File: src/hdl/tcir_pkg.sv
package tcir_pkg;

  localparam int MAX_GLYPH_ROWS     = 16;
  localparam int DOUBLE_WIDTH_LIMIT = 40;
  localparam int MAX_GLYPH_WIDTH    = 8;
  localparam int FONT_DEPTH         = 4096;
  localparam int FONT_AW            = 12;
  localparam int ADDR_W             = 21;
  localparam int ROW_W              = $clog2(MAX_GLYPH_ROWS);
  localparam int HEIGHT_W           = $clog2(MAX_GLYPH_ROWS + 1);
  localparam int PIX_MAX            = 16;

  typedef enum logic {
    OP_WRITE  = 1'b0,
    OP_RENDER = 1'b1
  } op_t;

  localparam logic [2:0] REG_TEXT_COLUMNS  = 3'd0;
  localparam logic [2:0] REG_ROW_PITCH     = 3'd1;
  localparam logic [2:0] REG_GLYPH_WIDTH   = 3'd2;
  localparam logic [2:0] REG_GLYPH_HEIGHT  = 3'd3;
  localparam logic [2:0] REG_BLINK_DISABLE = 3'd4;
  localparam logic [2:0] REG_BLINK_PHASE   = 3'd5;
  localparam logic [2:0] REG_ORIGIN_COLUMN = 3'd6;
  localparam logic [2:0] REG_ORIGIN_ROW    = 3'd7;

  typedef struct packed {
    logic [6:0]  text_columns;
    logic [11:0] row_pitch;
    logic [3:0]  glyph_width;
    logic [4:0]  glyph_height;
    logic        blink_disable;
    logic        blink_phase;
    logic [6:0]  origin_column;
    logic [4:0]  origin_row;
  } cfg_t;

  typedef struct packed {
    logic                valid;
    logic                wr;
    logic [FONT_AW-1:0]  faddr;
    logic [7:0]          fdata;
    logic [7:0]          chr;
    logic [ROW_W-1:0]    r;
    logic [HEIGHT_W-1:0] h;
    logic [ADDR_W-1:0]   rowdiff;
    logic [ADDR_W-1:0]   coldiff;
    logic [3:0]          w;
    logic                dbl;
    logic [3:0]          fg;
    logic [3:0]          bg;
    logic                last;
  } tok_t;

  typedef struct packed {
    logic               valid;
    logic               wr;
    logic [FONT_AW-1:0] faddr;
    logic [7:0]         fdata;
    logic [ADDR_W-1:0]  lineidx;
    logic [ADDR_W-1:0]  colterm;
    logic [4:0]         wd;
    logic [3:0]         w;
    logic               dbl;
    logic [3:0]         fg;
    logic [3:0]         bg;
    logic               last;
  } s1_t;

  typedef struct packed {
    logic              valid;
    logic [ADDR_W-1:0] lineaddr;
    logic [ADDR_W-1:0] colterm;
    logic [4:0]        wd;
    logic [3:0]        w;
    logic              dbl;
    logic [3:0]        fg;
    logic [3:0]        bg;
    logic              last;
  } s2_t;

endpackage

File: src/hdl/tcir_addr.sv
module tcir_addr import tcir_pkg::*; (
  input  logic clk,
  input  logic rst,
  input  logic en,
  input  tok_t tok,
  output s1_t  s1
);

  logic [FONT_AW-1:0] glyph_addr;
  logic [4:0]         wd;

  always_comb begin
    glyph_addr = FONT_AW'(tok.chr) * FONT_AW'(tok.h) + FONT_AW'(tok.r);
    wd         = tok.dbl ? {tok.w, 1'b0} : {1'b0, tok.w};
  end

  always_ff @(posedge clk) begin
    if (rst) begin
      s1.valid <= 1'b0;
    end else if (en) begin
      s1.valid <= tok.valid;
    end
    if (en) begin
      s1.wr      <= tok.wr;
      s1.faddr   <= tok.wr ? tok.faddr : glyph_addr;
      s1.fdata   <= tok.fdata;
      s1.lineidx <= tok.rowdiff * ADDR_W'(tok.h) + ADDR_W'(tok.r);
      s1.colterm <= tok.coldiff * ADDR_W'(wd);
      s1.wd      <= wd;
      s1.w       <= tok.w;
      s1.dbl     <= tok.dbl;
      s1.fg      <= tok.fg;
      s1.bg      <= tok.bg;
      s1.last    <= tok.last;
    end
  end

endmodule

File: config.mk
export PLATFORM = sky130hd
export DESIGN_NAME = tcir_addr
export DESIGN_NICKNAME = d
export VERILOG_FILES = /design/src/hdl/tcir_pkg.sv /design/src/hdl/tcir_addr.sv
export SDC_FILE = /design/constraint.sdc
export NUM_CORES = 1
export LEC_CHECK = 0
export BUFFER_PORTS_ARGS = -buffer_cell sky130_fd_sc_hd__buf_2
export CORE_ASPECT_RATIO = 2
export CORE_MARGIN = 5
export CORE_UTILIZATION = 40
export CTS_BUF_LIST = sky130_fd_sc_hd__clkbuf_4
export CTS_CLUSTER_SIZE = 20
export DETAILED_ROUTE_END_ITERATION = 7
export GPL_ROUTABILITY_DRIVEN = 0
export SKIP_CTS_REPAIR_TIMING = 1
export SLEW_MARGIN = 20
export SYNTH_ARGS = -nofsm -noshare
export SYNTH_HDL_FRONTEND = slang
export SYNTH_SLANG_ARGS = --single-unit
File: constraint.sdc
create_clock -name clk -period 5.9 [get_ports clk]
set_input_delay 0.885 -clock clk [delete_from_list [all_inputs] [get_ports clk]]
set_output_delay 0.885 -clock clk [all_outputs]
set_load 0.03 [all_outputs]
**Word level (Yosys, flattened, before mapping)**

Index checks and enable logic that the tools add are counted.

- Bits in registers: 83
- Input port bits: 98
- Output and inout bits: 83
- Logic and storage cells: 19

- $add $sub $neg: 2
- Multipliers: 3
- Mux-type cells: 2

Operators by type and width:

| cell | count |
|---|---|
| $mul 21x5->21 | 2 |
| $add 21x4->21 | 1 |
| $add 12x4->12 | 1 |
| $mul 8x5->12 | 1 |
| $mux 12 | 1 |
| $mux 5 | 1 |

**Logic depth before layout (Yosys ltp)**

Gate-level depths: netlist (run 1).

- Depth after elaboration: 3
- Depth in mapped cells: 17
- Depth with buffers taken out: 15

**Worst setup path before layout (run 1)**

OpenSTA, ideal clock, no wires.

- Path kind: input to register
- Start: in tok[9] (netlist name)
- End: reg s1[39] (netlist name), data pin
- Arrival time: 4730 ps
- Slack: 910 ps
- Stages: 16
- Path buffers: 2
- Path through: buf_2 mux2_2 clkbuf_1 and2_1 fa_1 fa_1 inv_1 fa_1 inv_1 ha_1 nand3_2 o211ai_2 nor3_1 or4_1 a31oi_1 xnor2_1

- Longest elaborated chain between the ends: 2

Ends and longest elaborated chain:

| what | RTL line | RTL |
|---|---|---|
| start: declaration | tcir_addr.sv:5 | `input tok_t tok,` |
| $mux 5 | tcir_addr.sv:14 | `wd = tok.dbl ? {tok.w, 1'b0} : {1'b0, tok.w};` |
| named net wd[2] | tcir_addr.sv:10 | `logic [4:0] wd;` |
| $mul 21x5->21 | tcir_addr.sv:28 | `s1.colterm <= tok.coldiff * ADDR_W'(wd);` |
| end: declaration | tcir_addr.sv:6 | `output s1_t s1` |

The timed path passes the listed nets, and every way through them passes these cells.
A chain may end at the register's enable or synchronous reset.

**Worst setup path after layout (run 1)**

- Start: in tok[9] (netlist name)
- End: reg s1[39] (netlist name), data pin

- Longest elaborated chain between the ends: 2

Ends and longest elaborated chain:

| what | RTL line |
|---|---|
| $mux 5 | tcir_addr.sv:14 |
| $mul 21x5->21 | tcir_addr.sv:28 |

Every way passes these cells.

==> results.md, run 1 <==
* Per-cell routed wire length at 15.50 µm
* Minimum clock period after layout at 4.751 ns
* First-pass iteration count of the detailed router at 4
* Worst-case clock buffer depth at 2
* Die boundary width at 122.4 µm
* Worst Path Arrival at 5.01 ns
* Leakage component of the power at 5.676 nW
* Post-route ant nets at 0
* Aggregate routed wire length at 24180 µm
* Instance area at placement at 11400 µm²
* First element of the critical path: tok[9]
* Kind of end point of the critical path: flip-flop
* Area growth from synthesis to final layout at 14.33%
* Via-per-instance ratio at 4.914
* Number of flip-flops in the largest register at 83
* Sink count of the clock tree at 83
* All-Layer GR Usage at 0.1772
* Area of all placed cells without fillers at 11550 µm²
* Register with the most flip-flops: s1
* Sequential Power Share at 0.272
* Final hold vios at 0
* Hold EP: s1[82]
* CTS root buffer: clkbuf_4
* Final period utilization at 0.8053
* Count of flip-flops with a built-in enable after synthesis at 82
* Number of filler cells placed in the layout at 2514
* Crit-path max FO at 19
* Net switching power at 1.590 mW
* Top_reg_cell synth: edfxtp_1
* Yosys Warn Count at 0
* Number of nets produced by synthesis at 1352
* First-pass GRT wire length at 40100 µm
* Via count of the first global-routing pass at 8473
* TritonCTS clock tree: yes
* Final Skew at 0 ns
* Switching share of power at 0.4665
* I/O pin count at 181
* Flip-flop and latch count after synthesis at 83
* Total internal power at 1.818 mW
* CTS H-tree depth at 3
* Initial core utilization at 0.4035
* Max IR drop VDD at 0.0001401 V
* Sum of net half-perimeters after detailed placement at 20710 µm
* Iteration-0 DRC Markers at 166
* Count of nets after finishing at 1527
* Sequential-to-total area share from yosys stat at 0.2458
* Initial antenna violation count at 1
* Slew at the pin closest to its max-slew limit at 0.6819 ns
* Core area at 25030 µm²
* Critical path start-end classification: in -> reg
* Endpoint of the most critical register-to-register path: s1[82]
* Worst relative slew slack at 0.5437
* Total count of max-transition violations in the final report at 0
* Std cell rows at 82
* Area of the die at 28720 µm²
* Clock slew at the register clock pins of the worst setup and hold paths at 0.16 ns
* WHS Path Cells at 2
* Power density normalized to cell area at 295.1 nW/µm²
* Vert. Die Dim at 234.7 µm
* Avg Cell Area, Syn at 9.685 µm²
* Count of mapped cells out of synthesis at 1043
* R2R cell count at 2
* Outcome: finished, final reports clean
* Type of the worst min-delay path: in -> reg
* Register-to-register path setup slack at 5.27 ns
* Overall via count from detail_route at 7666
* Part of the power in combinational logic at 0.616
* Launch instance of the worst register-to-register path: s1[82]
* Aggregate negative setup slack at 0 ns
* Number of library cell types mapped by synthesis at 55
* Type of origin of the critical path: primary input
* Highest clock rate at 0.2105 GHz
* Clock buffers created by TritonCTS at 9
* Fraction of registers with async set/reset at 0
* Total grt overflow at 0
* Number of maximum-capacitance violations at 0
* Data required time at the worst endpoint at 6.16 ns
* Maximum number of pins on one net before global-route repair at 46
* DRC violations left at 0
* Quantity of I/O buffers inserted on ports at 180
* Share of layout cells above drive strength 1 at 0.1766
* Clock latency on the worst-skew pair at 0.51 ns
* Power share of the clock group at 0.112
* RSZ-0062 raised after global routing: false
* Netlist area before placement at 10100 µm²
* Final setup vio count at 0
* Largest registers: s1 (83)
* Min-Delay Startpoint: rst
==> worst max path at each step <==
stage,endpoint
after floorplan,s1[39]
after global placement,s1[39]
after detailed placement,s1[39]
after CTS,s1[39]
after global routing,s1[36]
final,s1[39]
==> layer usage <==
metal,global-route usage,part of all wire,vias to the layer above
met5,0,0,-
met4,0.06594,0.028,0
met3,0.02768,0.038,36
met2,0.3816,0.63,140
met1,0.1497,0.31,3812
li1,-,-,3678
==> worst max-delay path, stage by stage <==
cell      delay [ns]
buf_2           0.14
mux2_2          0.48
and2_1          0.23
fa_1            0.50
fa_1            0.49
inv_1           0.05
fa_1            0.47
inv_1           0.04
ha_1            0.37
nand3_2         0.11
o211ai_2        0.28
nor3_1          0.12
or4_1           0.53
a31oi_1         0.22
xnor2_1         0.09
==> cells in the mapped netlist, types with 5 or more instances <==
master	count	share of area
a21o_1	14	0.010
a21oi_1	36	0.018
a31oi_1	6	0.0037
and2_1	161	0.10
and3_1	15	0.0093
clkbuf_1	23	0.0085
edfxtp_1	82	0.24
fa_1	124	0.25
ha_1	87	0.11
inv_1	215	0.080
mux2_2	7	0.0078
nand2_1	80	0.030
nand3_1	10	0.0050
nor2_1	22	0.0082
nor3_1	15	0.0074
o211ai_1	5	0.0037
o21ai_0	27	0.013
o21bai_1	9	0.0067
xnor2_1	34	0.029
xor2_1	9	0.0078
==> final cells by class <==
cell class / instances / area [µm²] / area share
inverters: 215 / 807.0 / 0.06988
well taps: 336 / 420.4 / 0.03640
clock buffers: 9 / 67.56 / 0.005850
multi-input cells: 720 / 6716 / 0.5816
repair buffers: 189 / 970.9 / 0.08407
clock inverters: 7 / 81.33 / 0.007042
flip-flops and latches: 83 / 2482 / 0.2150
diodes: 1 / 2.502 / 0.0002167
==> logic make-up (layout without fill, tap and decap cells) <==
group           Yosys count  in the layout  synth area share
flops                    83             83            0.2458
xor+xnor                 45             45           0.04174
mux                      10             10           0.01078
fa+ha+maj               211            211            0.3535
buf+inv                 240            420           0.08931
compound gates          128            128           0.08324
other cells               0              1                 0
simple gates            326            326            0.1756
==> through the flow <==
stage	cells	power, mW	util	hold slack, ns	worst slack, ns
3_5_place_dp	1543	3.077	0.4553	0.5181	0.6511
3_3_place_gp	1543	3.039	0.4553	0.4868	0.7020
6_report	1560	3.409	0.4613	0.5030	1.149
2_1_floorplan	1043	2.508	-	0.6299	0.9102
4_1_cts	1559	3.477	0.4612	0.4173	1.227
5_1_grt	1560	3.725	0.4613	0.4456	0.9551
==> cells in the final DEF (no fill, tap or decap), types with 27 or more instances in the layout <==
cell	n
xnor2_1	34
and2_1	161
nand2_1	80
ha_1	87
buf_2	179
edfxtp_1	82
fa_1	124
a21oi_1	36
o21ai_0	27
inv_1	215
==> power by group through the flow <==
stage / clock, mW / sequential (mW) / combinational, mW
finish: 0.383 / 0.927 / 2.10
global route: 0.421 / 0.943 / 2.36
CTS: 0.406 / 0.933 / 2.14
detailed placement: 0 / 0.948 / 2.13
global placement: 0 / 0.947 / 2.09
floorplan: 0 / 1.27 / 1.24
(Power assumes the default switching activity.)
==> run 2, diff against run 1 <==
==> constraint.sdc (replaced) <==
create_clock -name clk -period 4.06 [get_ports clk]
set_input_delay 0.609 -clock clk [delete_from_list [all_inputs] [get_ports clk]]
set_output_delay 0.609 -clock clk [all_outputs]
set_load 0.03 [all_outputs]
==> run 2 against run 1 <==
The run now ends with negative setup slack left. Global-route usage is 0.58 points higher. Largest power group unchanged. Die area stayed put. First-iteration DRC count grew 57%. Utilization grew 5.5 points.
==> results.md, run 2 (synthesis gave the netlist of run 1 again) <==
* Hold_ws at 0.2310 ns (-0.2720 ns)
* Max IR drop VDD at 0.0001974 V (+41%)
* Post-Place Worst Slack at -0.6568 ns (-1.308 ns)
* Vert. Die Dim at 234.7 µm (unchanged)
* Critical Path Most Common Cell: fa_1
* CP max-delay cell: fa_1
* TritonCTS clock tree: yes
* Slew at the pin closest to its max-slew limit at 0.9899 ns (+0.3080 ns)
* Register with the most flip-flops: s1
* Type of the worst min-delay path: in -> reg
* Clock slew at the register clock pins of the worst setup and hold paths at 0.16 ns (about the same)
* Area of all placed cells without fillers at 12940 µm² (+12%)
* Power density normalized to cell area at 436.9 nW/µm² (+48%)
* CTS H-tree depth at 3 (unchanged)
* R2R cell count at 2 (unchanged)
* Total count of max-transition violations in the final report at 0 (unchanged)
* Most frequent standard cell in the layout excluding fill and tap cells: inv_1
* Most used cells in the layout excluding fill and tap cells: inv_1 (212), buf_2 (175), and2_1 (158)
* Final non-filler cell total at 1705 (+9.3%)
* Violations in the final reports: negative setup slack
* Instance area at placement at 12640 µm² (+11%)
* Worst-case clock buffer depth at 2 (unchanged)
* Clock buffers created by TritonCTS at 9 (unchanged)
* Kind of end point of the critical path: flip-flop
* Power Total at 5.652 mW (+66%)
* WHS Path Cells at 2 (unchanged)
* Crit-path max FO at 7 (-12)
* Worst relative slew slack at 0.3400 (-0.2037)
* Via count of the first global-routing pass at 8987 (+6.1%)
* All-Layer GR Usage at 0.1830 (+0.005813)
* Initial core utilization at 0.4035 (unchanged)
* Die boundary width at 122.4 µm (unchanged)
* Share of layout cells above drive strength 1 at 0.2895 (+0.1129)
* Critical path start-end classification: in -> reg
* Final setup vio count at 1 (+1)
* CTS root buffer: clkbuf_4
* Via-per-instance ratio at 4.793 (-2.5%)
* Number of flip-flops in the largest register at 83 (unchanged)
* Outcome: complete, but fails checks
* Highest clock rate at 0.2443 GHz
* Core area at 25030 µm² (unchanged)
* Cell Chain, Critical Path: buf_8 -> mux2_4 -> buf_12 -> and2_4 -> fa_1 -> fa_1 -> inv_1 -> fa_1 -> inv_2 -> ha_4 -> a21oi_2 -> o21bai_2 -> a21oi_2 -> or4_4 -> a31oi_4 -> xnor2_1
* Clock latency on the worst-skew pair at 0.51 ns (about the same)
* Final Worst Setup Slack at -0.03315 ns (-1.182 ns)
* Maximum number of pins on one net before global-route repair at 71 (+54%)
* Leakage component of the power at 6.421 nW (+13%)
* Sink count of the clock tree at 83 (unchanged)
* Area of the die at 28720 µm² (unchanged)
* Worst Path Arrival at 4.34 ns (-0.67 ns)
* First-pass GRT wire length at 41390 µm (+3.2%)
* Final Skew at 0 ns (unchanged)
* Number of maximum-capacitance violations at 0 (unchanged)
* First-pass iteration count of the detailed router at 4 (unchanged)
* Area growth from synthesis to final layout at 28.07%
* Final period utilization at 1.008
* Final hold vios at 0 (unchanged)
* DRC violations left at 0 (unchanged)
* Quantity of I/O buffers inserted on ports at 180 (unchanged)
* I/O pin count at 181 (unchanged)
* Minimum clock period after layout at 4.093 ns
* Per-cell routed wire length at 14.61 µm (-5.7%)
* Post-layout utilization of the core at 0.5167 (+0.05543)
* Aggregate routed wire length at 24910 µm (+3.0%)
* Post-route ant nets at 0 (unchanged)
* Initial antenna violation count at 1 (unchanged)
* Sum of net half-perimeters after detailed placement at 21490 µm (+3.7%)
* Largest registers: s1 (83)
* Overall via count from detail_route at 8172 (+6.6%)
* RSZ-0062 raised after global routing: true
* Count of nets after finishing at 1672 (+9.5%)
* Count of placed standard cells including taps at 1687 (+9.3%)
* Iteration-0 DRC Markers at 261 (+57%)
* Type of origin of the critical path: primary input
* Total grt overflow at 0 (unchanged)
* Data required time at the worst endpoint at 4.31 ns (-1.85 ns)
* Std cell rows at 82 (unchanged)
* Slowest Stage Delay on Critical Path at 0.53 ns (about the same)
* Aggregate negative setup slack at -0.03315 ns (-0.03315 ns)
-- run 2: cell type report --
class,count,area [µm²]
Timing Repair Buffer,334,2111
Clock inverter,6,90.09
Sequential cell,83,2482
Multi-Input combinational cell,720,6948
Inverter,215,807.0
Fill cell,2449,12100
Antenna cell,1,2.502
Tap cell,336,420.4
Clock buffer,10,75.07
-- run 2: path summary, 6_finish.rpt --
check / startpoint / slack [ns] / to
max: tok[9] / -0.03 / s1[39]
min: rst / 0.23 / s1[82]
max reg2reg: s1[82] / 3.47 / s1[82]
min reg2reg: s1[82] / 0.52 / s1[82]
-- run 2: critical path, delay by kind of cell --
family / cells / cell delay [ns]
mux: 1 / 0.36
fa+ha+maj: 4 / 1.78
xor+xnor: 1 / 0.08
compound gates: 4 / 0.51
buf+inv: 4 / 0.36
simple gates: 2 / 0.64
-- run 2: layer usage --
metal	GRT usage	wire length, µm	part of all wire	vias up
met5	0	0	0	-
met4	0.06730	628	0.025	0
met3	0.02816	919	0.037	30
met2	0.3828	15410	0.62	130
li1	-	-	-	3973
met1	0.1658	7954	0.32	4039
-- run 2: where the power goes --
part	total [mW]	switching (mW)	internal (mW)	leakage [nW]
Sequential	1.35	0.0636	1.28	0.810
Clock	0.591	0.334	0.257	0.0866
Combinational	3.71	2.05	1.66	5.52
