**config.mk**
```make
export PLATFORM = sky130hd
export DESIGN_NAME = tcir_seq
export DESIGN_NICKNAME = d
export VERILOG_FILES = /design/src/hdl/tcir_pkg.sv /design/src/hdl/tcir_seq.sv
export SDC_FILE = /design/constraint.sdc
export NUM_CORES = 1
export LEC_CHECK = 0
export ABC_CLOCK_PERIOD_IN_PS = 2900
export BUFFER_PORTS_ARGS = -buffer_cell sky130_fd_sc_hd__buf_4
export CORE_MARGIN = 5
export CORE_UTILIZATION = 35
export CTS_CLUSTER_SIZE = 40
export DETAILED_ROUTE_END_ITERATION = 10
export GPL_TIMING_DRIVEN = 1
export PLACE_DENSITY = 0.76
export SETUP_SLACK_MARGIN = 0.15
export SYNTH_ARGS = -nofsm -noshare
export SYNTH_HDL_FRONTEND = slang
export SYNTH_SLANG_ARGS = --single-unit
export TNS_END_PERCENT = 100
```
**constraint.sdc**
```tcl
create_clock -name clk -period 2.9 [get_ports clk]
set_clock_uncertainty 0.1 [all_clocks]
set_input_delay 0 -clock clk [delete_from_list [all_inputs] [get_ports clk]]
set_output_delay 0 -clock clk [all_outputs]
set_load 0.05 [all_outputs]
```
**src/hdl/tcir_pkg.sv**
```systemverilog
package tcir_pkg;

  localparam int MAX_GLYPH_ROWS     = 16;
  localparam int DOUBLE_WIDTH_LIMIT = 40;
  localparam int MAX_GLYPH_WIDTH    = 8;
  localparam int FONT_DEPTH         = 4096;
  localparam int FONT_AW            = 12;
  localparam int ADDR_W             = 21;
  localparam int ROW_W              = $clog2(MAX_GLYPH_ROWS);
  localparam int HEIGHT_W           = $clog2(MAX_GLYPH_ROWS + 1);
  localparam int PIX_MAX            = 16;

  typedef enum logic {
    OP_WRITE  = 1'b0,
    OP_RENDER = 1'b1
  } op_t;

  localparam logic [2:0] REG_TEXT_COLUMNS  = 3'd0;
  localparam logic [2:0] REG_ROW_PITCH     = 3'd1;
  localparam logic [2:0] REG_GLYPH_WIDTH   = 3'd2;
  localparam logic [2:0] REG_GLYPH_HEIGHT  = 3'd3;
  localparam logic [2:0] REG_BLINK_DISABLE = 3'd4;
  localparam logic [2:0] REG_BLINK_PHASE   = 3'd5;
  localparam logic [2:0] REG_ORIGIN_COLUMN = 3'd6;
  localparam logic [2:0] REG_ORIGIN_ROW    = 3'd7;

  typedef struct packed {
    logic [6:0]  text_columns;
    logic [11:0] row_pitch;
    logic [3:0]  glyph_width;
    logic [4:0]  glyph_height;
    logic        blink_disable;
    logic        blink_phase;
    logic [6:0]  origin_column;
    logic [4:0]  origin_row;
  } cfg_t;

  typedef struct packed {
    logic                valid;
    logic                wr;
    logic [FONT_AW-1:0]  faddr;
    logic [7:0]          fdata;
    logic [7:0]          chr;
    logic [ROW_W-1:0]    r;
    logic [HEIGHT_W-1:0] h;
    logic [ADDR_W-1:0]   rowdiff;
    logic [ADDR_W-1:0]   coldiff;
    logic [3:0]          w;
    logic                dbl;
    logic [3:0]          fg;
    logic [3:0]          bg;
    logic                last;
  } tok_t;

  typedef struct packed {
    logic               valid;
    logic               wr;
    logic [FONT_AW-1:0] faddr;
    logic [7:0]         fdata;
    logic [ADDR_W-1:0]  lineidx;
    logic [ADDR_W-1:0]  colterm;
    logic [4:0]         wd;
    logic [3:0]         w;
    logic               dbl;
    logic [3:0]         fg;
    logic [3:0]         bg;
    logic               last;
  } s1_t;

  typedef struct packed {
    logic              valid;
    logic [ADDR_W-1:0] lineaddr;
    logic [ADDR_W-1:0] colterm;
    logic [4:0]        wd;
    logic [3:0]        w;
    logic              dbl;
    logic [3:0]        fg;
    logic [3:0]        bg;
    logic              last;
  } s2_t;

endpackage

```
**src/hdl/tcir_seq.sv**
```systemverilog
module tcir_seq import tcir_pkg::*; (
  input  logic        clk,
  input  logic        rst,
  input  cfg_t        cfg,
  input  logic        in_valid,
  output logic        in_ready,
  input  logic        in_op,
  input  logic [55:0] in_data,
  input  logic        en,
  output tok_t        tok
);

  logic                busy;
  logic                wr;
  logic [FONT_AW-1:0]  faddr;
  logic [7:0]          fdata;
  logic [7:0]          chr;
  logic [ROW_W-1:0]    r;
  logic [HEIGHT_W-1:0] h;
  logic [ADDR_W-1:0]   rowdiff;
  logic [ADDR_W-1:0]   coldiff;
  logic [3:0]          w;
  logic                dbl;
  logic [3:0]          fg;
  logic [3:0]          bg;

  logic                h_next;
  logic [HEIGHT_W-1:0] h_cap;
  logic [3:0]          w_cap;
  logic [7:0]          attr;
  logic                blink;
  logic [3:0]          fg_next;
  logic [3:0]          bg_next;
  logic                is_last;

  assign in_ready = !busy;

  always_comb begin
    if (HEIGHT_W'(cfg.glyph_height) > HEIGHT_W'(MAX_GLYPH_ROWS)) begin
      h_cap = HEIGHT_W'(MAX_GLYPH_ROWS);
    end else begin
      h_cap = HEIGHT_W'(cfg.glyph_height);
    end
    if (cfg.glyph_width > 4'(MAX_GLYPH_WIDTH)) begin
      w_cap = 4'(MAX_GLYPH_WIDTH);
    end else if (cfg.glyph_width == 4'd0) begin
      w_cap = 4'd1;
    end else begin
      w_cap = cfg.glyph_width;
    end
    attr  = in_data[47:40];
    blink = attr[7] && !cfg.blink_disable;
    if (blink) begin
      attr[7] = 1'b0;
    end
    bg_next = attr[7:4];
    fg_next = (blink && cfg.blink_phase) ? attr[7:4] : attr[3:0];
    h_next  = (in_op == OP_WRITE) || (in_data[48] && (h_cap != '0));
  end

  assign is_last = (HEIGHT_W'(r) + HEIGHT_W'(1)) == h;

  always_ff @(posedge clk) begin
    if (rst) begin
      busy <= 1'b0;
    end else if (in_valid && in_ready) begin
      busy <= h_next;
    end else if (busy && en && (wr || is_last)) begin
      busy <= 1'b0;
    end
    if (in_valid && in_ready) begin
      wr      <= (in_op == OP_WRITE);
      faddr   <= in_data[11:0];
      fdata   <= in_data[19:12];
      chr     <= in_data[39:32];
      r       <= '0;
      h       <= h_cap;
      rowdiff <= ADDR_W'(in_data[31:27]) - ADDR_W'(cfg.origin_row);
      coldiff <= ADDR_W'(in_data[26:20]) - ADDR_W'(cfg.origin_column);
      w       <= w_cap;
      dbl     <= (7'(DOUBLE_WIDTH_LIMIT) >= cfg.text_columns);
      fg      <= fg_next;
      bg      <= bg_next;
    end else if (busy && en && !wr) begin
      r <= r + ROW_W'(1);
    end
  end

  always_comb begin
    tok.valid   = busy;
    tok.wr      = wr;
    tok.faddr   = faddr;
    tok.fdata   = fdata;
    tok.chr     = chr;
    tok.r       = r;
    tok.h       = h;
    tok.rowdiff = rowdiff;
    tok.coldiff = coldiff;
    tok.w       = w;
    tok.dbl     = dbl;
    tok.fg      = fg;
    tok.bg      = bg;
    tok.last    = is_last;
  end

endmodule

```
# Word level (Yosys, flattened, before mapping)
# Cells that the tools add are included.
# W data, S select, Z words.
[totals]
ff_bits = 94
latchBits = 0
mem_bits_rw = 0
mem_bits_ro = 0
input_bits = 103
out_inout_bits = 96
wordCells = 45
n_memories = 0
[op_classes]
addsub = 4
n_mul = 0
div_mod_pow = 0
order_cmp = 3
eq_ne = 1
shift = 0
n_mux = 6
bitwise = 1
reduce_logical = 16
[ops]
columns = ["op", "count"]
rows = [
  ["$mux W4", 2],
  ["$sub A7 B7 Y8", 1],
  ["$ge A6 B7 Y1 const A", 1],
  ["$logic_and A1 B1 Y1", 7],
  ["$sub A5 B5 Y6", 1],
  ["$add A4 B1 Y5 const B", 1],
  ["$eq A5 B5 Y1", 1],
  ["$gt A5 B5 Y1 const B", 1],
  ["$mux W5", 1],
  ["$reduce_bool A5 Y1", 1],
  ["$add A4 B1 Y4 const B", 1],
  ["$gt A4 B4 Y1 const B", 1],
  ["$logic_not A4 Y1", 1],
  ["$logic_not A1 Y1", 3],
  ["$mux W1", 3],
  ["$logic_or A1 B1 Y1", 2],
  ["$reduce_bool A2 Y1", 1],
  ["$reduce_or A2 Y1", 1],
  ["$not A1 Y1", 1],
]

# Depth between registers and ports, before layout
# Gate-level depths: netlist of the first run.
[logic_depth]
word_depth = 6
depth_mapped = 8
depth_no_buf = 8

# Least setup slack after synthesis of the first run
# No wires, ideal clock.
[synth_path]
path_type = "register to register"
from = "reg busy"
to = "reg bg[0], enable pin"
setup_ps = 415
t_arrival_ps = 1968
required_ps = 2385
slack_ps = 417
stages_incl_launch_ff = 4
n_path_buf = 0
period_less_slack_ps = 2483
path_cell_list = "dfxtp_1 -> clkinv_1 -> nand2_1 -> inv_1"
[synth_between]
elab_chain_cells = 2
[synth_lines]
columns = ["item", "line", "rtl"]
rows = [
  ["start, declared", "tcir_seq.sv:13", "logic busy;"],
  ["start signal, assigned", "tcir_seq.sv:67", "busy <= h_next;"],
  ["$logic_not A1 Y1", "tcir_seq.sv:36", "assign in_ready = !busy;"],
  ["named net in_ready", "tcir_seq.sv:6", "output logic in_ready,"],
  ["$logic_and A1 B1 Y1", "tcir_seq.sv:71", "if (in_valid && in_ready) begin"],
  ["end signal, assigned", "tcir_seq.sv:83", "bg <= bg_next;"],
  ["end, declared", "tcir_seq.sv:25", "logic [3:0] bg;"],
]
# The timed path passes the listed nets, and every way through them passes these cells.
# A chain may end at the register's enable or synchronous reset.

# Worst setup path after layout of the first run
[layout_path]
from = "reg r[0]"
to = "reg busy"
[layout_between]
elab_chain_cells = 5
[layout_lines]
columns = ["item", "line", "rtl"]
rows = [
  ["start, declared", "tcir_seq.sv:18", "logic [ROW_W-1:0] r;"],
  ["start signal, assigned", "tcir_seq.sv:85", "r <= r + ROW_W'(1);"],
  ["$add A4 B1 Y5", "tcir_seq.sv:61", "assign is_last = (HEIGHT_W'(r) + HEIGHT_W'(1)) == h;"],
  ["$eq A5 B5 Y1", "tcir_seq.sv:61", ""],
  ["$logic_or A1 B1 Y1", "tcir_seq.sv:68", "end else if (busy && en && (wr || is_last)) begin"],
  ["$logic_and A1 B1 Y1", "tcir_seq.sv:68", ""],
  ["$reduce_bool A2 Y1 (no source line)", "n/a", ""],
]
# Every way passes these cells.

==> impl_metrics.toml, run 1 <==
[clocking]
cts_resized = 0
cts_tree = "built"
cts_buffer_depth = 2
insertion_delay_ns = 0.33
cts_root_buf = "clkbuf_8"
cts_num_sinks = 66
numCtsBuffers = 9
htreeDepth = 3
clkTransAtPathRegs_ns = 0.08

[cells_and_area]
postLayoutCellArea_um2 = 5080
fin_nets = 562
num_antenna_cells = 0
syn_to_final_growth_pct = 66.7
drive_gt1_frac = 0.445
final_common_cell = "buf_4"
fin_util = 0.591
final_cell_mix = "179 x buf_4, 61 x edfxtp_1, 59 x dlygate4sd3_1"

[synthesis]
synth_top_area_cell = "edfxtp_1"
synthTopCellsByArea = "edfxtp_1 60%, buf_4 7.9%, ha_1 5.3%"
yosys.area.top_type_share = 0.601
synthFlopType = "edfxtp_1"
ys_seq_area_frac = 0.634
ys_async_sr_fraction = 0
yosysWarnings = 0
syn_nets = 346
syn_area_per_cell_um2 = 13.4
syn_inst = 228
ys_types = 36
syn_area_um2 = 3050
synth_enable_flop_cells = 61
ys_ff_latch = 66

[sta]
finalCriticalPeriod_ns = 2.39
layout_setup_ws_ns = 0.505
min_period_over_period = 0.826
rsz0062_at_grt = "false"
setup-tns-final_ns = 0
setup_viol = 0
drv_slew = 0
slew_headroom = 0.600
whs_ns = 0.0394
hold_violations = 0
worst_pin_slew_ns = 0.599
max_freq_ghz = 0.418

[power]
ir_worst_vdd_mv = 0.263
leakagePower_uw = 0.00229
powerDensity_nw_per_um2 = 562

[drt]
avgRoutedWirePerCell_um = 14.8
dr_total_vias = 2452
drt_iter0_drc = 47
drt-vias-per-instance = 4.40
drtAntennaViolNets = 0
firstDrtPassIters = 3
drc = 0
wirelength_um = 8240

[placement]
dpl_cell_area_um2 = 4300
port_buffers = 179
gp_congestion = 0.751
dp_hpwl_um = 5960
dpl_worst_slack_ns = 0.896

[die]
fp.dieH_um = 103
core_um2 = 8590
initial_core_util = 0.355
io_pins = 199
die_area_um2 = 10700
die_x_um = 103
row_count = 34

[hold_path]
hold_start = "in_data[29]"
hold_class = "in -> reg"

[critical_path]
cpMaxStageDelayCell = "dlygate4sd3_1"
critPathLaunch = "r[0]"
path_cells = "ha_1, nand2b_1, o21ai_0, nand3b_1, a2111oi_2, o41ai_1, dlygate4sd3_1"
r2r-start = "r[0]"
slowest_delay_ns = 0.57
cp_data_arrival_time_ns = 2.52
crit_path_end_kind = "register"
critPathRequiredTime_ns = 3.02
cp_max_fo = 6
critPathLaunchType = "register"
path_class = "reg -> reg"

[run]
cap_violations = 0

[global_routing]
grt_pass1_vias = 2584
grt_use_total = 0.150
grt_max_degree = 35
grt.overflow.total = 0
grt_pass1_wl_um = 12100
antenna_found_initial = 0

[status]
run_status = "finished clean"
## registers in the layout (all words and copies together) (netlist names)
| register | cells |
|---|---|
| faddr | 12 |
| chr | 8 |
| coldiff | 8 |
| fdata | 8 |
| rowdiff | 6 |
| h | 5 |
| bg | 4 |
| fg | 4 |
| r | 4 |
| w | 4 |
| busy | 1 |
| dbl | 1 |
| wr | 1 |
## repair_timing
item | CTS | global route
hold buffers | 59 | 0
buffers inserted | 0 | 0
hold endpoints to repair | 57 | 0
endpoints found under the setup margin | 0 | 0
## routing by layer
metal | vias to the layer above | GRT usage | part of all wire
met2 | 104 | 0.280 | 0.54
met4 | 0 | 0.0598 | 0.013
met5 | - | 0 | 0
li1 | 1198 | - | -
met3 | 10 | 0.0604 | 0.10
met1 | 1140 | 0.147 | 0.34
## logic make-up (layout without fill, tap and decap cells)
kind of cell             after synthesis  in the layout  synth area share
flip-flops                            66             66             0.634
AO/OA/AOI/OAI                         26             26            0.0595
AND/OR/NAND/NOR                       44             44            0.0747
XOR/XNOR                              12             12            0.0345
buffers and inverters                 60            281             0.113
adder cells (fa/ha/maj)               15             15            0.0665
multiplexers                           5              5            0.0177
## path summary, 6_finish.rpt
path | end | slack [ns] | depth (start not counted)
setup reg to reg | busy | 0.51 | 7
hold / removal | rowdiff[2] | 0.04 | 3
hold reg to reg | r[3] | 0.45 | 1
setup / recovery | busy | 0.51 | 7
## Yosys cell counts (2+ instances only)
library cell / instances
nor2_1: 10
buf_4: 32
xnor2_1: 8
dfxtp_1: 5
edfxtp_1: 61
clkbuf_1: 2
a31oi_1: 2
ha_1: 13
mux2_2: 3
o21bai_1: 2
fa_1: 2
a211o_1: 2
a21o_1: 2
nand3_1: 2
xor2_1: 4
nand2b_1: 4
a21oi_1: 5
nor3_1: 3
o21ai_0: 4
and2_1: 3
nand3b_1: 2
nor2b_1: 9
inv_1: 25
o22ai_1: 3
nand2_1: 8
mux2i_1: 2
## through the flow
stage,power [uW],std cells
5_1_grt,2990,557
6_report,2860,557
3_3_place_gp,2040,482
2_1_floorplan,1800,228
4_1_cts,2890,557
3_5_place_dp,2060,482
## worst max-delay path: cells and delay by family (launching register included)
family	cells	cell delay (ns)
adder cells (fa/ha/maj)	1	0.22
AND/OR/NAND/NOR	2	0.22
buffers and inverters	1	0.57
AO/OA/AOI/OAI	3	0.71
flip-flops	1	0.46
## cell type report
| cell class | instances | area [um^2] |
|---|---|---|
| clock buffer | 9 | 124 |
| clock inverter | 7 | 68.8 |
| fill | 677 | 3510 |
| inverter | 26 | 97.6 |
| multi-input combinational | 102 | 771 |
| sequential | 66 | 1930 |
| tap | 108 | 135 |
| timing repair buffer | 239 | 1950 |
## power breakdown
group          switching, uW  internal, uW
Clock                    355           395
Sequential              39.1          1140
Combinational            589           335
(Power assumes the default switching activity.)
==> inputs of run 2 (changes only) <==
Settings changed: ABC_AREA set to 1, ABC_CLOCK_PERIOD_IN_PS 2900 to 2100, PLACE_DENSITY 0.76 to 0.78.
Clock period 2.9 ns to 2.1 ns, I/O delays scaled along.
==> impl_metrics.toml, run 2 <==
[status]
run_status = "finished clean"

[synthesis]
synth_compound_area_frac = 0.0530
synth_top_family_by_area = "buffers and inverters"
ys_ff_latch = 66
syn_nets = 383
ys_types = 29
syn_inst = 265
yosys.area.top_type_share = 0.592
yosysWarnings = 0
synth_top_cells_by_count = "61 x edfxtp_1, 45 x inv_1, 36 x nand2_1, 32 x buf_4, 13 x ha_1"
ys_async_sr_fraction = 0
syn_area_per_cell_um2 = 11.7
synthTopCellsByArea = "edfxtp_1 59%, buf_4 7.8%, inv_1 5.5%"
synth_enable_flop_cells = 61
syn_area_um2 = 3090
synth_top_area_cell = "edfxtp_1"
synthFlopType = "edfxtp_1"
muxShareOfSynthArea = 0
ys_seq_area_frac = 0.625
yosys.cell_count.top_type = "edfxtp_1"
synth_xor_area_frac = 0.0255
synth_simple_gate_area_share = 0.0902
synthAdderAreaFrac = 0.0656

[clocking]
cts_setup_buffers = 0
clkTransAtPathRegs_ns = 0.07
insertion_delay_ns = 0.33
cts_buffer_depth = 2
cts_root_buf = "clkbuf_8"
htreeDepth = 3
numCtsBuffers = 9
cts_num_sinks = 66
cts_tree = "built"

[critical_path]
path_cells = "dlygate4sd3_1, buf_4, ha_1, fa_2, o21ai_2, a21oi_1, o21ai_1, xor2_1"
r2r-start = "r[0]"
cpMaxStageDelayCell = "dlygate4sd3_1"
cp_data_arrival_time_ns = 1.82
critical_path_cell_count = 8
crit_end = "coldiff[6]"
reg2reg_depth = 4
cp_num_buf_inv = 2
critPathRequiredTime_ns = 2.08
path_class = "in -> reg"
crit_path_end_kind = "register"
slowest_delay_ns = 0.54
critPathLaunch = "cfg[5]"
cp_max_fo = 3
ff2ff_setup_slack_ns = 0.42
r2r_end = "r[1]"
critical_path.top_delay_family = "buffers and inverters"
critPathLaunchType = "input port"

[sta]
drv_slew = 0
rsz0062_at_grt = "false"
max_freq_ghz = 0.544
setup_viol = 0
layout_setup_ws_ns = 0.261
whs_ns = 0.0184
finalCriticalPeriod_ns = 1.84
slew_headroom = 0.719
min_period_over_period = 0.875
worst_pin_slew_ns = 0.422
hold_violations = 0

[hold_path]
whs_path_depth = 3
hold_class = "in -> reg"

[run]
cap_violations = 0

[drt]
avgRoutedWirePerCell_um = 13.9
drc = 0
drtAntennaViolNets = 0
wirelength_um = 8330
dr_total_vias = 2564
drt-vias-per-instance = 4.29
drt_iter0_drc = 61
firstDrtPassIters = 4

[cells_and_area]
num_antenna_cells = 0
largest-register = "faddr"
fin_nets = 602
instances_no_fill = 597
syn_to_final_growth_pct = 67.1
final_common_cell = "buf_4"
drive_gt1_frac = 0.423
largest_register_ffs = 12
final_cell_mix = "178 x buf_4, 63 x dlygate4sd3_1, 61 x edfxtp_1"

[global_routing]
grt_max_degree = 63
grt.overflow.total = 0
grt_use_total = 0.149
grt_pass1_wl_um = 13000
grt_pass1_vias = 2738
antenna_found_initial = 0

[placement]
port_buffers = 179
dp_hpwl_um = 5740
dp.cells = 518
gp_congestion = 0.752
dpl_worst_slack_ns = 0.390

[power]
ir_worst_vdd_mv = 0.311
powerDensity_nw_per_um2 = 730
leakagePower_uw = 0.00243

[die]
fp.dieH_um = 104
initial_core_util = 0.356
io_pins = 199
die_area_um2 = 10800
die_x_um = 104
core_um2 = 8680
row_count = 34
[run 2: through the flow]
step	area [um^2]	total power (uW)	TNS (ns)	utilization
2_1_floorplan	3110	2420	-5.14	-
3_3_place_gp	4350	2740	0	0.501
3_5_place_dp	4350	2760	0	0.501
4_1_cts	5150	3810	0	0.594
5_1_grt	5170	3950	0	0.595
6_report	5170	3770	0	0.595
[run 2: kinds of logic (layout without fill, tap and decap cells)]
group | after synthesis | after routing
AO/OA/AOI/OAI | 28 | 28
adder cells (fa/ha/maj) | 15 | 15
buffers and inverters | 82 | 306
flip-flops | 66 | 66
AND/OR/NAND/NOR | 65 | 65
XOR/XNOR | 9 | 9
[run 2: layout make-up]
class,instances,area (um^2)
fillers,698,3510
repair buffers,243,2000
flip-flops and latches,66,1940
multi-input cells,117,738
inverters,47,184
clock buffers,14,163
well taps,108,135
clock inverters,2,12.5
[run 2: tightest hold or removal path: stages]
cell and delay [ns]:
buf_4 0.09, fa_1 0.15, inv_1 0.03
[run 2: layer usage]
layer	routed length [um]	track usage	vias to the layer above
li1	-	-	1281
met3	681	0.0534	10
met2	4510	0.273	105
met1	3000	0.152	1168
met4	135	0.0620	0
met5	0	0	-
[run 2: what timing repair did]
item,4_1_cts,5_1_grt
endpoints found under the hold margin,57,0
hold buffers,63,0
resized for setup,0,5
setup endpoints to repair,0,2
[run 2: worst min path at each step]
stage / startpoint / slack [ns] / endpoint
after floorplan: rst / -0.04 / busy
after global placement: rst / 0.05 / busy
after detailed placement: rst / 0.05 / busy
after CTS: cfg[13] / 0.003 / fg[0]
after global routing: cfg[1] / 0.01 / rowdiff[1]
final: cfg[1] / 0.02 / rowdiff[1]
[run 2: where the power goes]
group	internal [uW]	switching, uW
Combinational	440	770
Clock	493	448
Sequential	1570	53.3
