==> config.mk <==
export PLATFORM = sky130hd
export DESIGN_NAME = tcir_pixel
export DESIGN_NICKNAME = d
export VERILOG_FILES = /design/src/hdl/tcir_pkg.sv /design/src/hdl/tcir_pixel.sv
export SDC_FILE = /design/constraint.sdc
export NUM_CORES = 1
export LEC_CHECK = 0
export BUFFER_PORTS_ARGS = -buffer_cell sky130_fd_sc_hd__buf_4
export CAP_MARGIN = 10
export CORE_MARGIN = 3
export CORE_UTILIZATION = 50
export DETAILED_ROUTE_END_ITERATION = 6
export PLACE_DENSITY = 0.77
export SYNTH_ARGS = -nofsm -noshare
export SYNTH_HDL_FRONTEND = slang
export SYNTH_SLANG_ARGS = --single-unit
==> constraint.sdc <==
create_clock -name clk -period 4.2 [get_ports clk]
set_input_delay 0.84 -clock clk [delete_from_list [all_inputs] [get_ports clk]]
set_output_delay 0.84 -clock clk [all_outputs]
set_load 0.05 [all_outputs]
==> src/hdl/tcir_pkg.sv <==
package tcir_pkg;

  localparam int MAX_GLYPH_ROWS     = 16;
  localparam int DOUBLE_WIDTH_LIMIT = 40;
  localparam int MAX_GLYPH_WIDTH    = 8;
  localparam int FONT_DEPTH         = 4096;
  localparam int FONT_AW            = 12;
  localparam int ADDR_W             = 21;
  localparam int ROW_W              = $clog2(MAX_GLYPH_ROWS);
  localparam int HEIGHT_W           = $clog2(MAX_GLYPH_ROWS + 1);
  localparam int PIX_MAX            = 16;

  typedef enum logic {
    OP_WRITE  = 1'b0,
    OP_RENDER = 1'b1
  } op_t;

  localparam logic [2:0] REG_TEXT_COLUMNS  = 3'd0;
  localparam logic [2:0] REG_ROW_PITCH     = 3'd1;
  localparam logic [2:0] REG_GLYPH_WIDTH   = 3'd2;
  localparam logic [2:0] REG_GLYPH_HEIGHT  = 3'd3;
  localparam logic [2:0] REG_BLINK_DISABLE = 3'd4;
  localparam logic [2:0] REG_BLINK_PHASE   = 3'd5;
  localparam logic [2:0] REG_ORIGIN_COLUMN = 3'd6;
  localparam logic [2:0] REG_ORIGIN_ROW    = 3'd7;

  typedef struct packed {
    logic [6:0]  text_columns;
    logic [11:0] row_pitch;
    logic [3:0]  glyph_width;
    logic [4:0]  glyph_height;
    logic        blink_disable;
    logic        blink_phase;
    logic [6:0]  origin_column;
    logic [4:0]  origin_row;
  } cfg_t;

  typedef struct packed {
    logic                valid;
    logic                wr;
    logic [FONT_AW-1:0]  faddr;
    logic [7:0]          fdata;
    logic [7:0]          chr;
    logic [ROW_W-1:0]    r;
    logic [HEIGHT_W-1:0] h;
    logic [ADDR_W-1:0]   rowdiff;
    logic [ADDR_W-1:0]   coldiff;
    logic [3:0]          w;
    logic                dbl;
    logic [3:0]          fg;
    logic [3:0]          bg;
    logic                last;
  } tok_t;

  typedef struct packed {
    logic               valid;
    logic               wr;
    logic [FONT_AW-1:0] faddr;
    logic [7:0]         fdata;
    logic [ADDR_W-1:0]  lineidx;
    logic [ADDR_W-1:0]  colterm;
    logic [4:0]         wd;
    logic [3:0]         w;
    logic               dbl;
    logic [3:0]         fg;
    logic [3:0]         bg;
    logic               last;
  } s1_t;

  typedef struct packed {
    logic              valid;
    logic [ADDR_W-1:0] lineaddr;
    logic [ADDR_W-1:0] colterm;
    logic [4:0]        wd;
    logic [3:0]        w;
    logic              dbl;
    logic [3:0]        fg;
    logic [3:0]        bg;
    logic              last;
  } s2_t;

endpackage

==> src/hdl/tcir_pixel.sv <==
module tcir_pixel import tcir_pkg::*; (
  input  logic              clk,
  input  logic              rst,
  input  logic              en,
  input  s2_t               s2,
  input  logic [7:0]        line,
  output logic              out_valid,
  output logic [63:0]       pixels,
  output logic [4:0]        count,
  output logic [ADDR_W-1:0] addr,
  output logic              last
);

  logic [63:0] pix_next;
  logic [3:0]  c;

  always_comb begin
    pix_next = '0;
    for (int p = 0; p < PIX_MAX; p++) begin
      c = s2.dbl ? 4'(p >> 1) : 4'(p);
      if (c < s2.w) begin
        pix_next[4*p +: 4] = line[3'(7 - c)] ? s2.fg : s2.bg;
      end
    end
  end

  always_ff @(posedge clk) begin
    if (rst) begin
      out_valid <= 1'b0;
    end else if (en) begin
      out_valid <= s2.valid;
    end
    if (en) begin
      pixels <= pix_next;
      count  <= s2.wd;
      addr   <= s2.lineaddr + s2.colterm;
      last   <= s2.last;
    end
  end

endmodule

### Yosys cells after proc, flatten, opt, wreduce, memory -nomap -nowiden

Index checks and enable logic that the tools add are counted.

| cells by class | value |
|---|---|
| $lt $le $gt $ge | 31 |
| $add $sub $neg | 16 |
| muxes and demuxes | 61 |

Operator list:

| kind | count |
|---|---|
| 2-to-1 mux 4 bit | 24 |
| less-than comparator 3 x 4 -> 1 bit (second input constant) | 15 |
| binary-select mux 1 bit (select 3 bit) | 15 |
| subtractor 3 bit (first input constant) | 12 |
| less-than comparator 4 bit | 8 |
| adder 21 bit | 1 |
| less-than comparator 3 x 4 -> 1 bit | 4 |
| 2-to-1 mux 1 bit | 16 |
| 2-to-1 mux 3 bit | 4 |
| less-than comparator 2 x 4 -> 1 bit | 2 |
| subtractor 3 x 2 -> 3 bit (first input constant) | 2 |
| less-than comparator 1 x 4 -> 1 bit | 1 |
| less-than comparator 1 x 4 -> 1 bit (first input constant) | 1 |
| 2-to-1 mux 2 bit | 2 |
| subtractor 3 x 1 -> 3 bit (first input constant) | 1 |

| word-level totals | value |
|---|---|
| logic and storage cells | 128 |
| output and inout bits | 92 |
| input port bits | 73 |
| register bits | 92 |

### Depth between registers and ports, before layout

Gate-level depths: netlist (run 1).

| logic depth | value |
|---|---|
| depth in word-level cells | 5 |
| depth in mapped cells | 8 |
| gate-level depth less buffers | 8 |

### Least setup slack after synthesis (run 1)

No wires, ideal clock.

| timing | value |
|---|---|
| path kind | input -> register |
| start point | input s2[19] (netlist name) |
| end point | register addr[16] (data pin) |
| data required time | 3.938 ns |
| path buffers | 0 |
| stages on the path | 8 |
| slack | 1.417 ns |
| arrival | 2.521 ns |
| setup time | 0.262 ns |
| cell sequence | ha_1 fa_1 a21o_1 a221oi_4 o21ai_2 a31oi_4 o21ai_1 xor2_1 |

| on the way | value |
|---|---|
| word-level cells in the longest chain between the ends | 1 |

Ends and longest elaborated chain:

| item | line | text |
|---|---|---|
| start: declaration | tcir_pixel.sv:5 | `input s2_t s2,` |
| adder 21 bit | tcir_pixel.sv:36 | `addr <= s2.lineaddr + s2.colterm;` |
| end signal: assignment | tcir_pixel.sv:36 |  |
| end: declaration | tcir_pixel.sv:10 | `output logic [ADDR_W-1:0] addr,` |

Every way passes these cells.
A chain may end at the register's enable or synchronous reset.

### Worst setup path in the final report (run 1)

Ends and elaborated chain as after synthesis.

==> results.toml, run 1 <==
[status]
status = "complete, no violations"

[power]
leakagePower_nw = 2.98
p_total_mw = 2.69
irDropWorstVdd_mv = 0.222
power_density_mw_per_mm2 = 402

[sta]
relSlewSlack = 0.184
hold_viol_final = 0
tns_ps = 0
post-route-min-period_ps = 2740
finalSetupViolations = 0
finalMaxSlewViolations = 0
rsz0062_at_grt = "false"
fmax_mhz = 365
finClkSkew_ps = 0
worstMarginPinSlew_ps = 1190
finalCritPeriodShare = 0.653

[global_routing]
grt_pass1_wl_um = 20300
antenna_found_initial = 0
grt_pass1_vias = 3920
grt_usage = 0.226
overflow = 0
grt_max_degree = 48

[clock_tree]
post_cts_resized = 0
cts_root_buffer = "clkbuf_8"
htreeDepth = 3
clk_pin_slew_worst_paths_ps = 100
cts_buffers = 9
cts_tree = "built"
clockBufferDepth = 2
insertion_delay_ps = 360
cts_hold_buf = 0
cts_num_sinks = 92
post_cts_buffers = 0

[floorplan]
dieArea_mm2 = 0.0116
start_util = 0.521
ios = 165
rows = 36
core_area_mm2 = 0.00995
die_h_um = 108
die_x_um = 108

[final_layout]
final_cell_area_mm2 = 0.00670
areaGrowthSynthToFinish_pct = 29.1
drive_gt1_frac = 0.325
num_antenna_cells = 0
nNetsFinal = 691
n_fill_cell = 768
utilization = 0.673

[routing]
drc = 0
drt-total-wl_um = 13000
ant_nets = 0
first_iter_violations = 225
avgViaCountPerCell = 5.43
num_vias = 3948
wl_per_cell_um = 17.9
drt_pre_antenna_iters = 5

[critical_path]
reg2reg_from = "out_valid"
reg2reg_slack_ps = 3600
crit_start = "s2[19]"
reg2reg_to = "out_valid"
worst-setup-path-type = "input pin to flop"
critPathMaxFanout = 4
rr_worst_depth = 2
end_kind = "flop"
crit_required_ps = 4310
critPathLaunchType = "input pin"
endpoint = "addr[16]"
crit_arrival_ps = 2850

[yosys]
ys_seq_area_frac = 0.530
syn-num-nets = 533
synth_cells = 431
yosysWarnings = 0
synth-main-ff-cell = "edfxtp_1"
synth.top_cell.area_share = 0.527
synthTopCellsByArea = "edfxtp_1 (53%), mux2i_1 (13%), ha_1 (6.8%), nor2_1 (4.9%), a21oi_1 (2.7%)"
synth_area_mm2 = 0.00519
yosysUniqueCellTypes = 51
synth_edf_count = 91
async_reset_ff_frac = 0
synth_top_cell_by_area = "edfxtp_1"
syn_area_per_cell_um2 = 12.0
synth_seq_cells = 92

[placed_design]
port_buffers = 164
post-dp-hpwl_um = 9720
dpl_cell_area_mm2 = 0.00652
place_congestion = 0.913

[worst_hold_path]
hold_class = "flop to flop"

[job]
maxCapViolCount = 0
worst max-delay path, stage by stage:
cell	delay, ps
buf_4	110
ha_1	220
fa_1	410
a21o_1	250
a221oi_4	300
o21ai_2	180
a31oi_4	250
o21ai_1	110
xor2_1	170
stage by stage:
| stage | instances | setup WS [ps] | hold slack (ps) |
|---|---|---|---|
| 2_1_floorplan | 431 | 1420 | 733 |
| 3_3_place_gp | 711 | 1190 | 478 |
| 3_5_place_dp | 711 | 1080 | 493 |
| 4_1_cts | 727 | 1470 | 524 |
| 5_1_grt | 727 | 1390 | 557 |
| 6_report | 727 | 1460 | 529 |
logic make-up after synthesis:
family                   count (synthesis)  synth area share
multiplexers                            67             0.129
AO/OA/AOI/OAI                           74             0.107
flip-flops                              92             0.530
AND/OR/NAND/NOR                        124             0.109
adder cells (fa/ha/maj)                 29            0.0714
buffers and inverters                   26            0.0212
XOR/XNOR                                19            0.0321
how the worst min path moves through the flow:
stage	from	to	slack (ps)	cells after the start
6_report	out_valid	out_valid	530	2
5_1_grt	out_valid	out_valid	560	2
4_1_cts	out_valid	out_valid	520	2
3_5_place_dp	out_valid	out_valid	490	2
3_3_place_gp	out_valid	out_valid	480	2
2_1_floorplan	out_valid	out_valid	730	2
area by class of cell:
type                            count  area (µm²)  share of cell area
Tap cell                          133         166              0.0248
Timing Repair Buffer              166        1250               0.186
Sequential cell                    92        2750               0.411
Clock inverter                      6        46.3             0.00691
Inverter                            7        26.3             0.00392
Clock buffer                       10         138              0.0205
Multi-Input combinational cell    313        2330               0.347
synthesized netlist by cell type (2+ instances only):
cell type and number:
nand2b_1 3, edfxtp_1 91, a21o_1 10, a221oi_2 2, o21bai_1 3, nand4_1 4, ha_1 28, xnor2_1 11
inv_1 7, nand2_1 15, o21a_1 2, nor2_1 68, xor2_1 8, mux2i_1 67, o21ai_0 11, clkbuf_2 3
nand3_1 4, nor3_1 4, a21oi_1 28, clkbuf_1 14, nor2b_1 16, and3_1 3
flip-flops by register name (all words and copies together), names as in the netlist:
| register | flops |
|---|---|
| pixels | 64 |
| addr | 21 |
| count | 5 |
| last | 1 |
| out_valid | 1 |
layer usage:
layer / global-route usage / routed length, µm / vias up
met2: 0.373 / 6370 / 165
met3: 0.0396 / 866 / 19
met1: 0.305 / 5540 / 1857
li1: - / - / 1907
met5: 0 / 0 / -
met4: 0.0658 / 202 / 0
power by group:
part           internal [mW]  switching (mW)  leakage, nW
logic                  0.310           0.645         2.00
clock network          0.237           0.327       0.0897
registers               1.14          0.0341        0.892
cell usage in the layout, fill, tap and decap left out, types with 7 or more instances in the layout:
cell type  count
ha_1          28
clkbuf_8      10
xnor2_1       11
a21o_1        10
edfxtp_1      91
buf_4        166
mux2i_1       67
o21ai_0       11
nand2_1       15
nor2b_1       16
nor2_1        68
xor2_1         8
a21oi_1       28
inv_1          7
(Power assumes the default switching activity.)
==> run 2, diff against run 1 <==
- ABC_AREA: unset -> 1
- PLACE_DENSITY: 0.77 -> 0.76
- clock period: 4.2 -> 2.7 ns (I/O delays scaled with it)
==> run 2 against run 1 <==
  * Hold slack worse by 200 ps
  * Synthesized area up 4.7%
  * Clock skew unchanged
  * Setup slack worse by 770 ps
  * Combinational power up 56%
  * Register-to-register slack worse by 1500 ps
  * Via count up 26%
  * Largest power group unchanged
  * Die area up 4.4%
  * Largest cell class unchanged
==> results.toml, run 2 <==
[floorplan]
core_area_mm2 = 0.0105
start_util = 0.519
dieArea_mm2 = 0.0121
ios = 165
rows = 37
die_x_um = 110
die_h_um = 110

[global_routing]
grt_usage = 0.234
grt_pass1_vias = 4680
grt_max_degree = 43
overflow = 0
antenna_found_initial = 0
grt_pass1_wl_um = 22000

[clock_tree]
post_cts_buffers = 0
clockBufferDepth = 2
clk_pin_slew_worst_paths_ps = 90
htreeDepth = 3
cts_tree = "built"
cts_root_buffer = "clkbuf_8"
post_cts_resized = 0
cts_num_sinks = 92
cts_buffers = 9
cts_hold_buf = 0
insertion_delay_ps = 350

[yosys]
syn-num-nets = 744
synth.most_common_cell = "nand2_1"
synth_top_cell_by_area = "edfxtp_1"
synth_cells = 642
synthTopCellsByArea = "edfxtp_1 (50%), nand2_1 (14%), ha_1 (6.5%), inv_1 (5.8%), a21oi_1 (4.8%)"
synth-main-ff-cell = "edfxtp_1"
synth_seq_cells = 92
yosysWarnings = 0
async_reset_ff_frac = 0
synth.top_cell.area_share = 0.503
yosysUniqueCellTypes = 33
syn_area_per_cell_um2 = 8.46
synth_edf_count = 91
ys_seq_area_frac = 0.507
synth_area_mm2 = 0.00543
synth_commonest_cells = "nand2_1 (202), edfxtp_1 (91), inv_1 (84), a21oi_1 (52), nand3_1 (43)"

[critical_path]
crit_required_ps = 2820
crit_arrival_ps = 2130
rr_worst_depth = 2
reg2reg_slack_ps = 2110
reg2reg_from = "out_valid"
end_kind = "flop"
worst-setup-path-type = "input pin to flop"
reg2reg_to = "out_valid"
critPathMaxFanout = 4
critPathLaunchType = "input pin"

[power]
p_total_mw = 4.12
p_seq_frac = 0.441
comb_power_share = 0.362
netSwitchingFraction = 0.382
power.internal_mw = 2.55
irDropWorstVdd_mv = 0.309
leakagePower_nw = 3.38
p_switching_mw = 1.58
p_clk_frac = 0.196
power_density_mw_per_mm2 = 593

[final_layout]
drive_gt1_frac = 0.229
reg_top3 = "pixels x64, addr x21, count x5"
largest_register_ffs = 64
nNetsFinal = 906
final_cell_area_mm2 = 0.00696
mostFrequentLayoutCell = "nand2_1"
mostFrequentLayoutCells = "nand2_1 (202), buf_4 (165), edfxtp_1 (91), inv_1 (84), a21oi_1 (52)"
areaGrowthSynthToFinish_pct = 28.1
num_antenna_cells = 0
largest-register = "pixels"
utilization = 0.665
instances_no_fill = 945

[worst_hold_path]
min_to = "out_valid"
hold_class = "input pin to flop"
min-delay-start = "rst"
hold_path_depth = 2

[placed_design]
placed_cells = 929
place_congestion = 0.915
port_buffers = 164
dp_slack_ps = 330
dpl_cell_area_mm2 = 0.00679
post-dp-hpwl_um = 10900

[sta]
finalCritPeriodShare = 0.747
finClkSkew_ps = 0
fmax_mhz = 496
holdWs_ps = 332
hold_viol_final = 0
timing.final.ws_setup_ps = 684
finalSetupViolations = 0
finalMaxSlewViolations = 0
relSlewSlack = 0.608
worstMarginPinSlew_ps = 582
rsz0062_at_grt = "false"
post-route-min-period_ps = 2020
tns_ps = 0

[job]
maxCapViolCount = 0

[routing]
drt_pre_antenna_iters = 5
avgViaCountPerCell = 5.27
ant_nets = 0
wl_per_cell_um = 14.8
drt-total-wl_um = 14000
drc = 0
first_iter_violations = 239
num_vias = 4982

[status]
status = "complete, no violations"
[run 2: kinds of logic after synthesis]
| logic type | Yosys count | synth area share |
|---|---|---|
| AND/OR/NAND/NOR | 296 | 0.219 |
| AO/OA/AOI/OAI | 113 | 0.115 |
| buffers and inverters | 101 | 0.0726 |
| flip-flops | 92 | 0.507 |
| adder cells (fa/ha/maj) | 29 | 0.0682 |
| XOR/XNOR | 10 | 0.0161 |
| multiplexers | 1 | 0.00184 |
[run 2: worst max path at each step]
stage	start	end	slack, ps
after floorplan	s2[19]	addr[16]	660
after global placement	s2[19]	addr[16]	420
after detailed placement	s2[19]	addr[16]	330
after CTS	s2[19]	addr[16]	720
after global routing	s2[19]	addr[12]	540
final	s2[19]	addr[16]	680
[run 2: layer usage]
metal	part of all wire	global-route usage
met2	0.51	0.409
met5	0	0
met4	0.026	0.0915
met3	0.081	0.0408
met1	0.39	0.289
[run 2: cell type report]
| cell class | instances | area [µm²] |
|---|---|---|
| clock inverters | 7 | 42.5 |
| flip-flops and latches | 92 | 2750 |
| well taps | 136 | 170 |
| inverters | 86 | 323 |
| fillers | 861 | 3510 |
| repair buffers | 166 | 1260 |
| clock buffers | 9 | 124 |
| multi-input cells | 449 | 2280 |
[run 2: critical path, stage by stage]
cell     delay, ps
buf_4          110
ha_1           230
fa_1           440
nand3_1        110
nand3_1        160
nand2_1        100
nand3_1        130
nand2_1        130
nand2_1         70
nand2_1         60
nand2_1         50
[run 2: power groups by stage]
stage               Sequential [mW]  Clock (mW)  Combinational [mW]
floorplan                      2.41           0               0.439
global placement               1.85           0                1.47
detailed placement             1.85           0                1.49
CTS                            1.82       0.833                1.50
global route                   1.83       0.905                1.61
finish                         1.82       0.809                1.49
==> run 3, diff against run 2 <==
- clock period: 2.7 -> 2.1 ns (I/O delays scaled with it)
==> run 3 against run 2 <==
  * Sequential share of layout area fell by 0.42 points
  * First-iteration DRC count rose by 32%
  * Design area is 1.1% higher
  * Clock power grew 27%
  * Die area did not move
  * Critical path depth is the same
  * Cell count increased by 0.95%
  * Clock skew unchanged
  * Highest routed layer unchanged
  * Largest cell class unchanged
  * Via count up 1.2%
==> results.toml, run 3 (synthesis results as in run 2) <==
[placed_design]
port_buffers = 164
place_congestion = 0.966
post-dp-hpwl_um = 10800

[critical_path]
critPathMaxFanout = 4
cpMostUsedCell = "nand2_1"
worst_path_largest_cell_delay_ps = 410
cp_top_family = "simple AND/OR/NAND/NOR gates"
end_kind = "flop"
crit_arrival_ps = 1910
crit_required_ps = 2220
path_buf_inv = 1
crit_chain = "buf_4 -> ha_1 -> fa_1 -> nand3_1 -> nand3_1 -> nand2_1 -> nand3_1 -> nand2_1 -> nand2_1 -> nand2_1 -> nand2_1"
worst-setup-path-type = "input pin to flop"
critPathLaunchType = "input pin"
crit_slowest_cell = "fa_1"

[sta]
holdWs_ps = 206
finalSetupViolations = 0
fmax_mhz = 558
finalMaxSlewViolations = 0
rsz0062_at_grt = "false"
hold_viol_final = 0
worstMarginPinSlew_ps = 477
finClkSkew_ps = 0
relSlewSlack = 0.680
post-route-min-period_ps = 1790
finalCritPeriodShare = 0.853

[final_layout]
num_antenna_cells = 0
mostFrequentLayoutCell = "nand2_1"
mostFrequentLayoutCells = "nand2_1 (202), buf_4 (173), edfxtp_1 (91), inv_1 (84), a21oi_1 (52)"
drive_gt1_frac = 0.236
reg_top3 = "pixels x64, addr x21, count x5"
largest-register = "pixels"
largest_register_ffs = 64
nNetsFinal = 915
areaGrowthSynthToFinish_pct = 29.4
n_fill_cell = 880

[floorplan]
core_area_mm2 = 0.0105
die_h_um = 110
rows = 37
start_util = 0.519
die_x_um = 110
dieArea_mm2 = 0.0121
ios = 165

[worst_hold_path]
hold_class = "input pin to flop"

[clock_tree]
cts_tree = "built"
clockBufferDepth = 2
htreeDepth = 3
cts_root_buffer = "clkbuf_8"
cts_num_sinks = 92
post_cts_buffers = 0
insertion_delay_ps = 350
clk_pin_slew_worst_paths_ps = 90
cts_hold_buf = 0
cts_buffers = 9
post_cts_resized = 0

[power]
power_density_mw_per_mm2 = 757
leakagePower_nw = 3.42
irDropWorstVdd_mv = 0.370
p_total_mw = 5.32

[global_routing]
antenna_found_initial = 0
grt_pass1_vias = 4773
overflow = 0
grt_usage = 0.228
grt_max_degree = 45
grt_pass1_wl_um = 21700

[routing]
first_iter_violations = 315
avgViaCountPerCell = 5.29
drt_pre_antenna_iters = 5
ant_nets = 0
wl_per_cell_um = 14.6
num_vias = 5043
drc = 0
drt-total-wl_um = 13900

[status]
status = "complete, no violations"

[job]
maxCapViolCount = 0
[run 3: metal layers]
metal,GRT usage,up-vias,wire length [µm]
met5,0,-,0
met1,0.272,2241,5360
met4,0.0976,0,385
met2,0.407,275,6990
li1,-,2493,-
met3,0.0344,34,1190
[run 3: layout make-up]
cell class	count	area (µm²)	area share
sequential	92	2750	0.392
multi-input combinational	449	2280	0.325
timing repair buffer	175	1340	0.190
inverter	86	323	0.0459
tap	136	170	0.0242
clock buffer	11	131	0.0187
clock inverter	5	28.8	0.00409
[run 3: metrics by stage]
step	std cells	util	area (µm²)	setup WS, ps	setup TNS [ps]
2_1_floorplan	642	-	5430	179	0
3_5_place_dp	938	0.657	6870	-63.6	-94.8
4_1_cts	954	0.672	7030	319	0
5_1_grt	954	0.672	7030	206	0
3_3_place_gp	938	0.657	6870	15.6	0
6_report	954	0.672	7030	308	0
[run 3: final timing paths]
path                            startpoint         to  slack, ps  depth (start not counted)
worst min-delay path                   rst  out_valid        210                          2
worst min register to register   out_valid  out_valid        510                          2
worst max-delay path                s2[19]   addr[16]        310                         11
worst max register to register   out_valid  out_valid       1520                          2
[run 3: report_power, final]
part / internal (mW) / leakage (nW) / total [mW] / switching [mW]
combinational: 0.596 / 2.45 / 1.95 / 1.35
clock: 0.424 / 0.0768 / 1.03 / 0.611
sequential: 2.28 / 0.891 / 2.34 / 0.0646
